<file path="src/design/lcpc_pkg.sv">
// package for the pose controller: payload structs, inter-stage structs,
// register indexes, reset values and fixed-point constants. no dependencies
package lcpc_pkg;

  typedef struct packed {
    logic signed [31:0] target_x;
    logic signed [31:0] target_y;
    logic signed [31:0] target_z;
    logic signed [15:0] target_yaw;
    logic signed [31:0] current_x;
    logic signed [31:0] current_y;
    logic signed [31:0] current_z;
    logic signed [15:0] current_yaw;
    logic               close_loop;
  } in_item_t;

  typedef struct packed {
    logic signed [15:0] vel_x;
    logic signed [15:0] vel_y;
    logic signed [15:0] vel_z;
    logic signed [15:0] yaw_rate;
    logic               arrived;
  } out_item_t;

  typedef enum logic [2:0] {
    REG_GAIN_XY,
    REG_GAIN_Z_YAW,
    REG_TOL_XY,
    REG_TOL_Z_YAW,
    REG_LIM_XY,
    REG_LIM_Z,
    REG_LIM_YAW
  } cfg_idx_e;

  typedef struct packed {
    logic [31:0] gain_xy;
    logic [31:0] gain_z_yaw;
    logic [31:0] tol_xy;
    logic [31:0] tol_z_yaw;
    logic [31:0] lim_xy;
    logic [31:0] lim_z;
    logic [31:0] lim_yaw;
  } cfg_t;

  localparam logic [31:0] RST_GAIN = 32'd16777472;
  localparam logic [31:0] RST_TOL_XY = 32'd1703962;
  localparam logic [31:0] RST_TOL_Z_YAW = 32'd1704346;
  localparam logic [31:0] RST_LIM = 32'd16842496;

  localparam logic signed [16:0] PI_Q13 = 17'sd25736;
  localparam logic signed [16:0] TWO_PI_Q13 = 17'sd51472;
  localparam logic signed [34:0] PI_Q30 = 35'sd3373259426;
  localparam logic signed [34:0] TWO_PI_Q30 = 35'sd6746518852;
  localparam logic signed [34:0] HALF_PI_Q30 = 35'sd1686629713;
  localparam logic signed [32:0] CORDIC_K_Q30 = 33'sd652032874;
  localparam logic [31:0] LOG10_2_Q32 = 32'd1292913986;

  localparam int CORDIC_STEPS = 16;
  localparam int LOG_BITS = 16;
  localparam int LANES = 4;
  localparam int LANE_X = 0;
  localparam int LANE_Y = 1;
  localparam int LANE_Z = 2;
  localparam int LANE_YAW = 3;

  typedef struct packed {
    logic signed [32:0] ex;
    logic signed [32:0] ey;
    logic signed [32:0] ez;
    logic signed [16:0] eyaw;
    logic signed [34:0] ang;
    logic               flip;
    logic               arrived;
  } front_t;

  typedef struct packed {
    logic signed [32:0] x;
    logic signed [32:0] y;
    front_t             f;
  } cst_t;

  typedef struct packed {
    logic signed [34:0] ex;
    logic signed [34:0] ey;
    logic signed [34:0] ez;
    logic signed [34:0] eyaw;
    logic               arrived;
  } err_t;

  function automatic logic signed [34:0] atan_q30(input int k);
    logic signed [34:0] r;
    case (k)
      0:       r = 35'sd843314857;
      1:       r = 35'sd497837829;
      2:       r = 35'sd263043837;
      3:       r = 35'sd133525159;
      4:       r = 35'sd67021687;
      5:       r = 35'sd33543516;
      6:       r = 35'sd16775851;
      7:       r = 35'sd8388437;
      8:       r = 35'sd4194283;
      9:       r = 35'sd2097149;
      10:      r = 35'sd1048575;
      11:      r = 35'sd524287;
      12:      r = 35'sd262143;
      13:      r = 35'sd131071;
      14:      r = 35'sd65535;
      15:      r = 35'sd32767;
      default: r = 35'sd0;
    endcase
    return r;
  endfunction

endpackage

</file>
<file path="src/design/lcpc_front.sv">
// front end: pose errors, yaw wrap, arrival test and cordic angle reduction
// two register stages; uses lcpc_pkg
module lcpc_front import lcpc_pkg::*; (
  input  logic     clk_i,
  input  logic     rst_ni,
  input  logic     in_vld_i,
  output logic     in_rdy_o,
  input  in_item_t in_data_i,
  input  cfg_t     cfg_i,
  output logic     out_vld_o,
  input  logic     out_rdy_i,
  output front_t   out_data_o
);

  localparam int NS = 2;

  logic [NS-1:0] vld_q;
  logic [NS:0]   en;

  logic signed [32:0] ex1_q, ey1_q, ez1_q, ex1_d, ey1_d, ez1_d;
  logic signed [16:0] eyaw1_q, eyaw1_d, dyaw;
  logic signed [34:0] ang1_q, ang1_d, ang0;
  logic               cl1_q;
  front_t             f2_q, f2_d;
  logic [32:0]        mx, my, mz;
  logic [16:0]        myaw;

  always_comb begin
    en[NS] = out_rdy_i;
    for (int k = NS - 1; k >= 0; k--) begin
      en[k] = !vld_q[k] || en[k+1];
    end
  end

  assign in_rdy_o = en[0];
  assign out_vld_o = vld_q[NS-1];
  assign out_data_o = f2_q;

  always_comb begin
    ex1_d = $signed({in_data_i.target_x[31], in_data_i.target_x})
          - $signed({in_data_i.current_x[31], in_data_i.current_x});
    ey1_d = $signed({in_data_i.target_y[31], in_data_i.target_y})
          - $signed({in_data_i.current_y[31], in_data_i.current_y});
    ez1_d = $signed({in_data_i.target_z[31], in_data_i.target_z})
          - $signed({in_data_i.current_z[31], in_data_i.current_z});
    dyaw = $signed({in_data_i.target_yaw[15], in_data_i.target_yaw})
         - $signed({in_data_i.current_yaw[15], in_data_i.current_yaw});
    if (dyaw >= PI_Q13) begin
      eyaw1_d = dyaw - TWO_PI_Q13;
    end else if (dyaw < -PI_Q13) begin
      eyaw1_d = dyaw + TWO_PI_Q13;
    end else begin
      eyaw1_d = dyaw;
    end
    ang0 = $signed({{2{in_data_i.current_yaw[15]}}, in_data_i.current_yaw, 17'b0});
    if (ang0 >= PI_Q30) begin
      ang1_d = ang0 - TWO_PI_Q30;
    end else if (ang0 < -PI_Q30) begin
      ang1_d = ang0 + TWO_PI_Q30;
    end else begin
      ang1_d = ang0;
    end
  end

  always_comb begin
    mx = ex1_q[32] ? 33'(-ex1_q) : 33'(ex1_q);
    my = ey1_q[32] ? 33'(-ey1_q) : 33'(ey1_q);
    mz = ez1_q[32] ? 33'(-ez1_q) : 33'(ez1_q);
    myaw = eyaw1_q[16] ? 17'(-eyaw1_q) : 17'(eyaw1_q);
    f2_d.ex = ex1_q;
    f2_d.ey = ey1_q;
    f2_d.ez = ez1_q;
    f2_d.eyaw = eyaw1_q;
    f2_d.arrived = cl1_q ||
      ((mx < {9'b0, cfg_i.tol_xy[31:16], 8'b0}) &&
       (my < {9'b0, cfg_i.tol_xy[15:0], 8'b0}) &&
       (mz < {9'b0, cfg_i.tol_z_yaw[31:16], 8'b0}) &&
       (myaw < {1'b0, cfg_i.tol_z_yaw[15:0]}));
    if (ang1_q > HALF_PI_Q30) begin
      f2_d.ang = ang1_q - PI_Q30;
      f2_d.flip = 1'b1;
    end else if (ang1_q < -HALF_PI_Q30) begin
      f2_d.ang = ang1_q + PI_Q30;
      f2_d.flip = 1'b1;
    end else begin
      f2_d.ang = ang1_q;
      f2_d.flip = 1'b0;
    end
  end

  always_ff @(posedge clk_i or negedge rst_ni) begin
    if (!rst_ni) begin
      vld_q <= '0;
    end else begin
      if (en[0]) vld_q[0] <= in_vld_i;
      if (en[1]) vld_q[1] <= vld_q[0];
    end
  end

  always_ff @(posedge clk_i) begin
    if (en[0]) begin
      ex1_q <= ex1_d;
      ey1_q <= ey1_d;
      ez1_q <= ez1_d;
      eyaw1_q <= eyaw1_d;
      ang1_q <= ang1_d;
      cl1_q <= in_data_i.close_loop;
    end
    if (en[1]) begin
      f2_q <= f2_d;
    end
  end

endmodule

</file>
<file path="config.mk">
export PLATFORM = sky130hd
export DESIGN_NAME = lcpc_front
export DESIGN_NICKNAME = d
export VERILOG_FILES = /design/src/design/lcpc_pkg.sv /design/src/design/lcpc_front.sv
export SDC_FILE = /design/constraint.sdc
export NUM_CORES = 1
export LEC_CHECK = 0
export BUFFER_PORTS_ARGS = -buffer_cell sky130_fd_sc_hd__clkbuf_2
export CAP_MARGIN = 20
export CORE_AREA = 2 2 237 239
export CTS_BUF_LIST = sky130_fd_sc_hd__clkbuf_8
export DETAILED_ROUTE_END_ITERATION = 16
export DIE_AREA = 0 0 239 241
export PLACE_DENSITY = 0.72
export SYNTH_ARGS = -nofsm -noshare
export SYNTH_HDL_FRONTEND = slang
export SYNTH_SLANG_ARGS = --single-unit
</file>
<file path="constraint.sdc">
create_clock -name clk_i -period 4.9 [get_ports clk_i]
set_clock_uncertainty 0.15 [all_clocks]
set_input_delay 0.49 -clock clk_i [delete_from_list [all_inputs] [get_ports clk_i]]
set_output_delay 0.49 -clock clk_i [all_outputs]
set_load 0.1 [all_outputs]
</file>
# ---- Word-level counts from Yosys, hierarchy flattened
# Cells that the tools add are included.
dict set report totals {
  word_cells 57
  ff_bits 307
  inputBits 453
}
dict set report op_classes {
  n_addsub 14
  reduce_logical 8
  mux 10
  order_cmp 10
}
# operator n
set ops {}
lappend ops {{33-bit by 24-bit < comparator with 1-bit output} 3}
lappend ops {{33-bit 2-to-1 mux} 3}
lappend ops {{33-bit negator} 3}
lappend ops {{32-bit by 32-bit subtractor with 33-bit output} 3}
lappend ops {{36-bit 2-to-1 mux} 2}
lappend ops {{35-bit 2-to-1 mux} 2}
lappend ops {{17-bit 2-to-1 mux} 3}
lappend ops {{33-bit by 34-bit adder with 35-bit output (second input constant)} 1}
lappend ops {{35-bit by 33-bit adder with 35-bit output (second input constant)} 1}
lappend ops {{35-bit by 32-bit greater-than comparator with 1-bit output (second input constant)} 1}
lappend ops {{35-bit by 32-bit < comparator with 1-bit output (second input constant)} 1}
lappend ops {{33-bit by 34-bit subtractor with 35-bit output (second input constant)} 1}
lappend ops {{35-bit by 33-bit subtractor with 35-bit output (second input constant)} 1}
lappend ops {{33-bit greater-or-equal comparator (second input constant)} 1}
lappend ops {{33-bit < comparator (second input constant)} 1}
lappend ops {{17-bit adder (second input constant)} 1}
lappend ops {{17-bit by 16-bit greater-or-equal comparator with 1-bit output (second input constant)} 1}
lappend ops {{17-bit by 16-bit < comparator with 1-bit output} 1}
lappend ops {{17-bit by 16-bit < comparator with 1-bit output (second input constant)} 1}
lappend ops {{17-bit negator} 1}
lappend ops {{16-bit by 16-bit subtractor with 17-bit output} 1}
lappend ops {{17-bit subtractor (second input constant)} 1}
lappend ops {{1-bit logical AND} 3}
lappend ops {{1-bit logical OR} 3}
lappend ops {{1-bit zero test} 2}

# ---- Longest topological paths before layout
# Gate-level depths: netlist of run 1.
dict set report depth {
  word_depth 7
  depth_mapped 18
  depth_no_buf 18
}

# ---- Worst setup path after synthesis of run 1
# OpenSTA, ideal clock, no wires.
dict set report synth_path {
  path_kind {register to register}
  start {register vld_q[1]}
  end {register ang1_q[14], enable pin}
  arrival_ns 4.984
  setup_ns 1.791
  slack_ns -2.025
  t_required_ns 2.959
  path_buffers 0
  path_stages_with_launch 2
  cell_sequence {dfrtp_1 -> nand3b_1}
}
dict set report synth_via {
  elab_chain_cells 3
}
# item line
set synth_lines {}
lappend synth_lines {{from (decl)} lcpc_front.sv:17} ;# logic [NS-1:0] vld_q;
lappend synth_lines {{from (signal assigned)} lcpc_front.sv:96} ;# if (en[1]) vld_q[1] <= vld_q[0];
lappend synth_lines {{1-bit zero test} lcpc_front.sv:31} ;# en[k] = !vld_q[k] || en[k+1];
lappend synth_lines {{1-bit logical OR (2 in a row)} lcpc_front.sv:31}
lappend synth_lines {{net in_rdy_o} lcpc_front.sv:7} ;# output logic in_rdy_o,
lappend synth_lines {{to (signal assigned)} lcpc_front.sv:106} ;# ang1_q <= ang1_d;
lappend synth_lines {{to (decl)} lcpc_front.sv:22} ;# logic signed [34:0] ang1_q, ang1_d, ang0;
# The timed path passes the listed nets, and every way through them passes these cells.
# A chain may end at the register's enable or synchronous reset.

==> metrics.md, run 1 <==
| Metric | Value |
|---|---|
| Row count | 86 |
| Final clock period utilization by the worst path | 97.6% |
| CTS clk-pin slew, worst paths | 0.06 ns |
| Vias in the first global route | 16,600 |
| Pwr Density | 440 mW/mm^2 |
| Antenna violations before repair | 5 |
| Peak VDD IR | 0.311 mV |
| Max incr delay on CP | 0.65 ns |
| GRT Util Overall | 19.9% |
| Crit-path cells | or4_1 -> or4b_1 -> or4_1 -> nor3_2 -> nand2b_1 -> xnor2_1 -> ha_1 -> nor4_2 -> o21ai_1 -> a2111oi_2 -> o2111ai_1 -> a21oi_1 -> nand4_1 -> nor4_2 -> o2111ai_2 -> nor4_2 -> a41o_1 |
| # setup viols final | 0 |
| Vias/cell | 5.31 |
| Grt total ovfl | 0 |
| Clk pwr share | 21.2% |
| Relative slew slack | 43.9% |
| # nets final | 3,094 |
| Clk sinks | 286 |
| CP startpoint kind | register |
| Post-synth top area cell | edfxtp_1 |
| Inserted Clock Buffers | 53 |
| Area Growth Syn to Fin | 21.5% |
| Area taken by multi-input logic gates | 0.0103 mm^2 |
| Core area | 0.0549 mm^2 |
| Syn_area_per_cell | 10.1 um^2 |
| DIE WIDTH | 239 um |
| Post-Syn Instances | 1,961 |
| Data arrival, critical path | 5.12 ns |
| Crit Path Category | reg2reg |
| Share of cells above drive strength 1 | 23.6% |
| Initial Util | 36.2% |
| Top Ports | 608 |
| Slew at the pin with the worst max-slew slack | 0.842 ns |
| Seq. cell area | 0.00858 mm^2 |
| Hpwl dp | 47,300 um |
| Status | complete, no violations |
| Leak | 10.8 nW |
| RSZ-0062 raised after global routing | true |
| CP max stage cell | or4_1 |
| Crit path buf inv count | 0 |
| Most frequent cells in the layout | 446 x clkbuf_2, 284 x edfxtp_1, 244 x inv_1, 189 x ha_1, 156 x xnor2_1 |
| Most common cell after layout, fill and taps aside | clkbuf_2 |
| Combinational share of power | 42.7% |
| Switch Pwr | 4.79 mW |
| Syn nets | 2,608 |
| Drt wl/cell | 18.5 um |
| WP data required | 5.24 ns |
| Min-delay worst type | in2reg |
| CP Max Fanout | 3 |
| Routability Congestion | 0.941 |
| Post-Place Worst Slack | -0.452 ns |
| Sequential area share after synthesis | 43.2% |
| Total negative slack | 0 ns |
| Primary FF master, synth | edfxtp_1 |
| CTS tree | yes |
| Fin util | 44.0% |
| Largest net degree at the start of global routing | 138 |
| Share of power burned in registers | 36.1% |
| I/O Buffers | 446 |
| Placed inst area | 0.0230 mm^2 |
| Drt drc | 0 |
| Final Cell Area | 0.0241 mm^2 |
| Filler Cell Count | 5,222 |
| Max clock buf depth | 3 |
| Sw Ratio | 45.1% |
| Die Area | 0.0576 mm^2 |
| Max Clk Rate | 209 MHz |
| Hold Vio Cnt, Final | 0 |
| Synth Register Bits | 286 |
| Worst skew pair latency | 0.63 ns |
| Final worst setup slack | 0.118 ns |
| Asr flop ratio synth | 0.699% |
| Via count | 17,000 |
| First-pass GRT wire length | 90,100 um |
| Final ANT Viol Nets | 0 |
| Drt first-iter violations | 1,022 |
| Crit. End Element | register |
| CP most frequent cell | nor4_2 |
| Clock root buffer | clkbuf_8 |
| EDFF count, synth | 284 |
| Crit path time final | 4.78 ns |
| Synth warn | 0 |
| Final wirelength | 59,100 um |
| Top-area cell type share of the netlist area | 43.0% |
| Internal Power | 5.83 mW |
| CTS H-tree lvls | 2 |
| Die Ht | 241 um |
| Synth unique cells | 78 |
| Router iterations before antenna repair | 5 |
| Max-cap violations | 0 |
| Mapped Area | 0.0199 mm^2 |
| Top Family by Delay on Critical Path | simple AND/OR/NAND/NOR gates |
| Final max-slew violation count | 0 |
| Synth top area cells | edfxtp_1 43%, ha_1 12%, xnor2_1 6.9% |
## area by class of cell
class	instances	share of cell area, %
well taps	704	3.65
repair buffers	479	10.4
clock inverters	43	1.13
flip-flops and latches	286	35.6
clock buffers	54	3.08
inverters	228	3.55
diodes	1	0.0104
multi-input cells	1399	42.6
## cells in the mapped netlist, types with 12 or more instances
cell type	number
a21o_1	50
inv_1	228
nand4_1	21
or2_2	12
o21bai_1	14
xnor2_1	156
nor3_1	28
or3_1	18
nand2b_1	29
edfxtp_1	284
o21ai_0	100
nand2_1	109
o21a_1	36
and3_1	12
nor2b_1	31
a211oi_1	20
a21oi_1	116
o31ai_1	27
a31oi_1	31
and2_1	15
clkbuf_1	37
ha_1	190
nor2_1	112
o211ai_1	18
nand3_1	39
xor2_1	34
## flip-flops by register name, indices dropped and copies added, names as in the netlist
register    flops
ey1_q          33
ez1_q          33
ex1_q          33
out_data_o    146
eyaw1_q        17
vld_q           2
ang1_q         21
cl1_q           1
## worst paths after layout
check | from | end | slack, ns | cells after the start
min in group asynchronous | rst_ni | vld_q[1] | 0.56 | 3
setup / recovery | ez1_q[6] | out_data_o[0] | 0.12 | 17
hold / removal | in_data_i[3] | ang1_q[19] | 0.09 | 2
hold reg to reg | ez1_q[2] | out_data_o[56] | 0.30 | 0
max in group asynchronous | rst_ni | vld_q[1] | 3.91 | 3
setup reg to reg | ez1_q[6] | out_data_o[0] | 0.12 | 17
## repair_timing
item                                   CTS  global route
setup buffers                            3             1
hold buffers                             4             0
pin swaps                                7             8
endpoints found under the hold margin    4             0
resized for setup                       10             2
setup endpoints to repair                1             1
## per-layer routing
layer | global-route usage (%) | vias up | wire length [um]
li1 | - | 8157 | -
met1 | 25.6 | 8042 | 25800
met2 | 33.1 | 658 | 27400
met3 | 5.15 | 93 | 4640
met4 | 5.32 | 8 | 1230
met5 | 0 | - | 52
## power groups by stage
stage | Clock (mW) | Combinational [mW] | Sequential (mW)
6_report | 2.25 | 4.53 | 3.84
5_1_grt | 2.44 | 4.87 | 3.90
4_1_cts | 2.33 | 4.54 | 3.83
3_5_place_dp | 0 | 4.50 | 3.87
3_3_place_gp | 0 | 4.43 | 3.85
2_1_floorplan | 0 | 1.88 | 5.41
## per-stage QoR
stage	hold slack [ns]	power (mW)	cells
after floorplan	0.0444	7.29	1961
final	0.0868	10.6	3194
after detailed placement	0.129	8.37	3088
after global placement	0.124	8.28	3088
after global routing	0.0338	11.2	3194
after CTS	0.0235	10.7	3192
## cell families (layout without fill, tap and decap cells)
| group | after synthesis | in the layout | synth area share [%] |
|---|---|---|---|
| multiplexers | 8 | 8 | 0.429 |
| other | 1 | 2 | 0.0189 |
| adder cells (fa/ha/maj) | 194 | 194 | 12.4 |
| flip-flops | 286 | 286 | 43.2 |
| buffers and inverters | 276 | 804 | 5.36 |
| AND/OR/NAND/NOR | 480 | 480 | 12.6 |
| XOR/XNOR | 190 | 190 | 8.38 |
| AO/OA/AOI/OAI | 526 | 526 | 17.6 |
(Power assumes the default switching activity.)
==> run 2: changes to the inputs <==
Settings changed: ABC_AREA set to 1, CORE_AREA 2 2 237 239 to 2 2 239 241, DIE_AREA 0 0 239 241 to 0 0 241 243, PLACE_DENSITY 0.72 to 0.77.
Clock period 4.9 ns to 3.88 ns, I/O delays scaled along.
==> run 2 against run 1 <==
Synthesized area grew 14%. Largest power group unchanged. Maximum frequency grew 34%. Worst hold slack lost 0.023 ns. Utilization grew 4.3 points. Synthesized cell count grew 47%. Setup slack gained 0.19 ns. Critical path type unchanged.
==> metrics.md, run 2 <==
| Metric | Value |
|---|---|
| # nets final | 4,029 |
| Die Ht | 243 um |
| Synth warn | 0 |
| Max FFs per register | 146 |
| Drt wl/cell | 17.5 um |
| Status | complete, no violations |
| Max clock buf depth | 3 |
| Syn nets | 3,528 |
| Hpwl dp | 61,300 um |
| Final ANT Viol Nets | 0 |
| CP startpoint kind | register |
| RSZ-0062 raised after global routing | false |
| Mapped Area | 0.0227 mm^2 |
| Post-Syn Instances | 2,881 |
| Relative slew slack | 36.3% |
| Final worst setup slack | 0.312 ns |
| GRT Util Overall | 24.5% |
| Synth Register Bits | 286 |
| Largest net degree at the start of global routing | 79 |
| Sequential area share after synthesis | 37.8% |
| Primary FF master, synth | edfxtp_1 |
| Antenna violations before repair | 14 |
| Hold Vio Cnt, Final | 0 |
| WHS Endpoint | ez1_q[0] |
| Router iterations before antenna repair | 6 |
| Data arrival, critical path | 3.90 ns |
| Slew at the pin with the worst max-slew slack | 0.955 ns |
| Hold_ws | 0.0640 ns |
| Total negative slack | 0 ns |
| Reg2reg setup slack | 0.31 ns |
| Post-Place Worst Slack | 0.340 ns |
| EDFF count, synth | 284 |
| I/O Buffers | 446 |
| Row count | 87 |
| Clock root buffer | clkbuf_8 |
| WP data required | 4.21 ns |
| Via count | 21,400 |
| Worst r2r path cells | 20 |
| First-pass GRT wire length | 111,000 um |
| Initial Util | 40.6% |
| Post-synth top area cell | edfxtp_1 |
| Max Clk Rate | 280 MHz |
| Share of cells above drive strength 1 | 17.8% |
| CTS tree | yes |
| Most common cell after layout, fill and taps aside | nand2_1 |
| Leak | 13.4 nW |
| Final wirelength | 73,200 um |
| Synth cell count leaders | 631 x nand2_1, 463 x inv_1, 309 x nor2_1 |
| Hold depth | 4 |
| Die Area | 0.0586 mm^2 |
| Hold_sp | in_data_i[129] |
| R2r endpoint | out_data_o[0] |
| CTS H-tree lvls | 2 |
| Worst skew pair latency | 0.64 ns |
| Drt first-iter violations | 1,706 |
| Crit. End Element | register |
| Final max-slew violation count | 0 |
| Area Growth Syn to Fin | 19.0% |
| Core area | 0.0560 mm^2 |
| Synth unique cells | 57 |
| DIE WIDTH | 241 um |
| Synth top area cells | edfxtp_1 38%, ha_1 10%, nand2_1 10% |
| Placed inst area | 0.0258 mm^2 |
| Min-delay worst type | in2reg |
| Grt total ovfl | 0 |
| Final cell count without fillers | 4,180 |
| Most common cell in the netlist | nand2_1 |
| Syn_area_per_cell | 7.88 um^2 |
| Max-cap violations | 0 |
| Filler Cell Count | 5,555 |
| CTS clk-pin slew, worst paths | 0.06 ns |
| Drt drc | 0 |
| Pwr Density | 517 mW/mm^2 |
| Top-area cell type share of the netlist area | 37.6% |
| Most frequent cells in the layout | 630 x nand2_1, 476 x inv_1, 446 x clkbuf_2, 309 x nor2_1, 284 x edfxtp_1 |
| Final clock period utilization by the worst path | 92.0% |
| Crit path time final | 3.57 ns |
| Top Ports | 608 |
| Inserted Clock Buffers | 51 |
| Vias/cell | 5.13 |
| Reg2Reg Launch Point | eyaw1_q[2] |
| CP Max Fanout | 3 |
| Final Cell Area | 0.0270 mm^2 |
| Routability Congestion | 0.942 |
| # setup viols final | 0 |
| Vias in the first global route | 20,100 |
| Placed Cells | 4,065 |
| Peak VDD IR | 0.591 mV |
| Asr flop ratio synth | 0.699% |
| Crit Path Category | reg2reg |
| Clk sinks | 286 |
## run 2: changes by cell type after synthesis, moves of 50 or more
| cell | before | now |
|---|---|---|
| inv_1 | 228 | 463 |
| nand2_1 | 109 | 631 |
| xor2_1 | 34 | 161 |
| xnor2_1 | 156 | 28 |
| nor2_1 | 112 | 309 |
| a21oi_1 | 116 | 166 |
| nand3_1 | 39 | 171 |
## run 2: cell families after synthesis
| kind of cell | count (synthesis) | share of synthesized area [%] |
|---|---|---|
| AOI/OAI and AO/OA | 433 | 11.3 |
| xor gates and xnor gates | 191 | 7.49 |
| adders and majority gates | 194 | 10.8 |
| buffers and inverters | 506 | 8.64 |
| DFF | 286 | 37.8 |
| other | 1 | 0.0165 |
| and+or+nand+nor | 1270 | 23.9 |
## run 2: cell type report
class                      instances  area, um^2  area share (%)
inverter                         473        1780            6.57
timing repair buffer             481        2560            9.47
clock inverter                    36         246           0.913
antenna                            8        20.0          0.0741
clock buffer                      51         702            2.60
multi-input combinational       2089       12200            45.1
tap                              756         946            3.50
sequential                       286        8580            31.8
## run 2: metal layers
metal / track usage [%] / wire length [um] / vias up
met5: 0 / 66 / -
met2: 38.3 / 32700 / 772
met1: 34.4 / 33400 / 9929
met4: 6.90 / 1810 / 10
met3: 4.78 / 5230 / 122
li1: - / - / 10600
## run 2: power breakdown
part	switching (mW)	internal (mW)
clock network	1.28	1.43
logic	4.85	1.62
registers	0.527	4.26
total	6.66	7.31
## run 2: timing repair
item,CTS,global route
resized for setup,0,0
hold buffers,20,0
buffers inserted,0,0
endpoints found under the hold margin,19,0
## run 2: worst max-delay path by stage
stage / startpoint / to / slack, ns
after global placement: eyaw1_q[2] / out_data_o[0] / 0.35
after detailed placement: eyaw1_q[2] / out_data_o[0] / 0.34
after global routing: eyaw1_q[2] / out_data_o[0] / 0.02
after floorplan: vld_q[1] / out_data_o[0] / 0.33
final: eyaw1_q[2] / out_data_o[0] / 0.31
after CTS: eyaw1_q[2] / out_data_o[0] / 0.33
## run 2: stage by stage
stage / power [mW] / util (%)
2_1_floorplan: 9.74 / -
3_3_place_gp: 11.2 / 46.2
3_5_place_dp: 11.3 / 46.2
4_1_cts: 14.0 / 48.2
5_1_grt: 14.8 / 48.3
6_report: 14.0 / 48.3
## run 2: critical path, stage by stage, from the launching register on
cell and delay, ns:
edfxtp_1 0.48, inv_1 0.11, nand3_1 0.10, nor2_1 0.23, nand2_1 0.13, or3b_2 0.49, nor2_1 0.14, a21oi_1 0.10
xor2_1 0.17, ha_1 0.30, nor4_1 0.18, o21ai_0 0.13, nor2_1 0.10, nand3_1 0.07, nor2_1 0.11, nand2_1 0.06
nor2_1 0.11, nand2_1 0.10, nor2_1 0.09, nand2_1 0.05, nand2_1 0.05
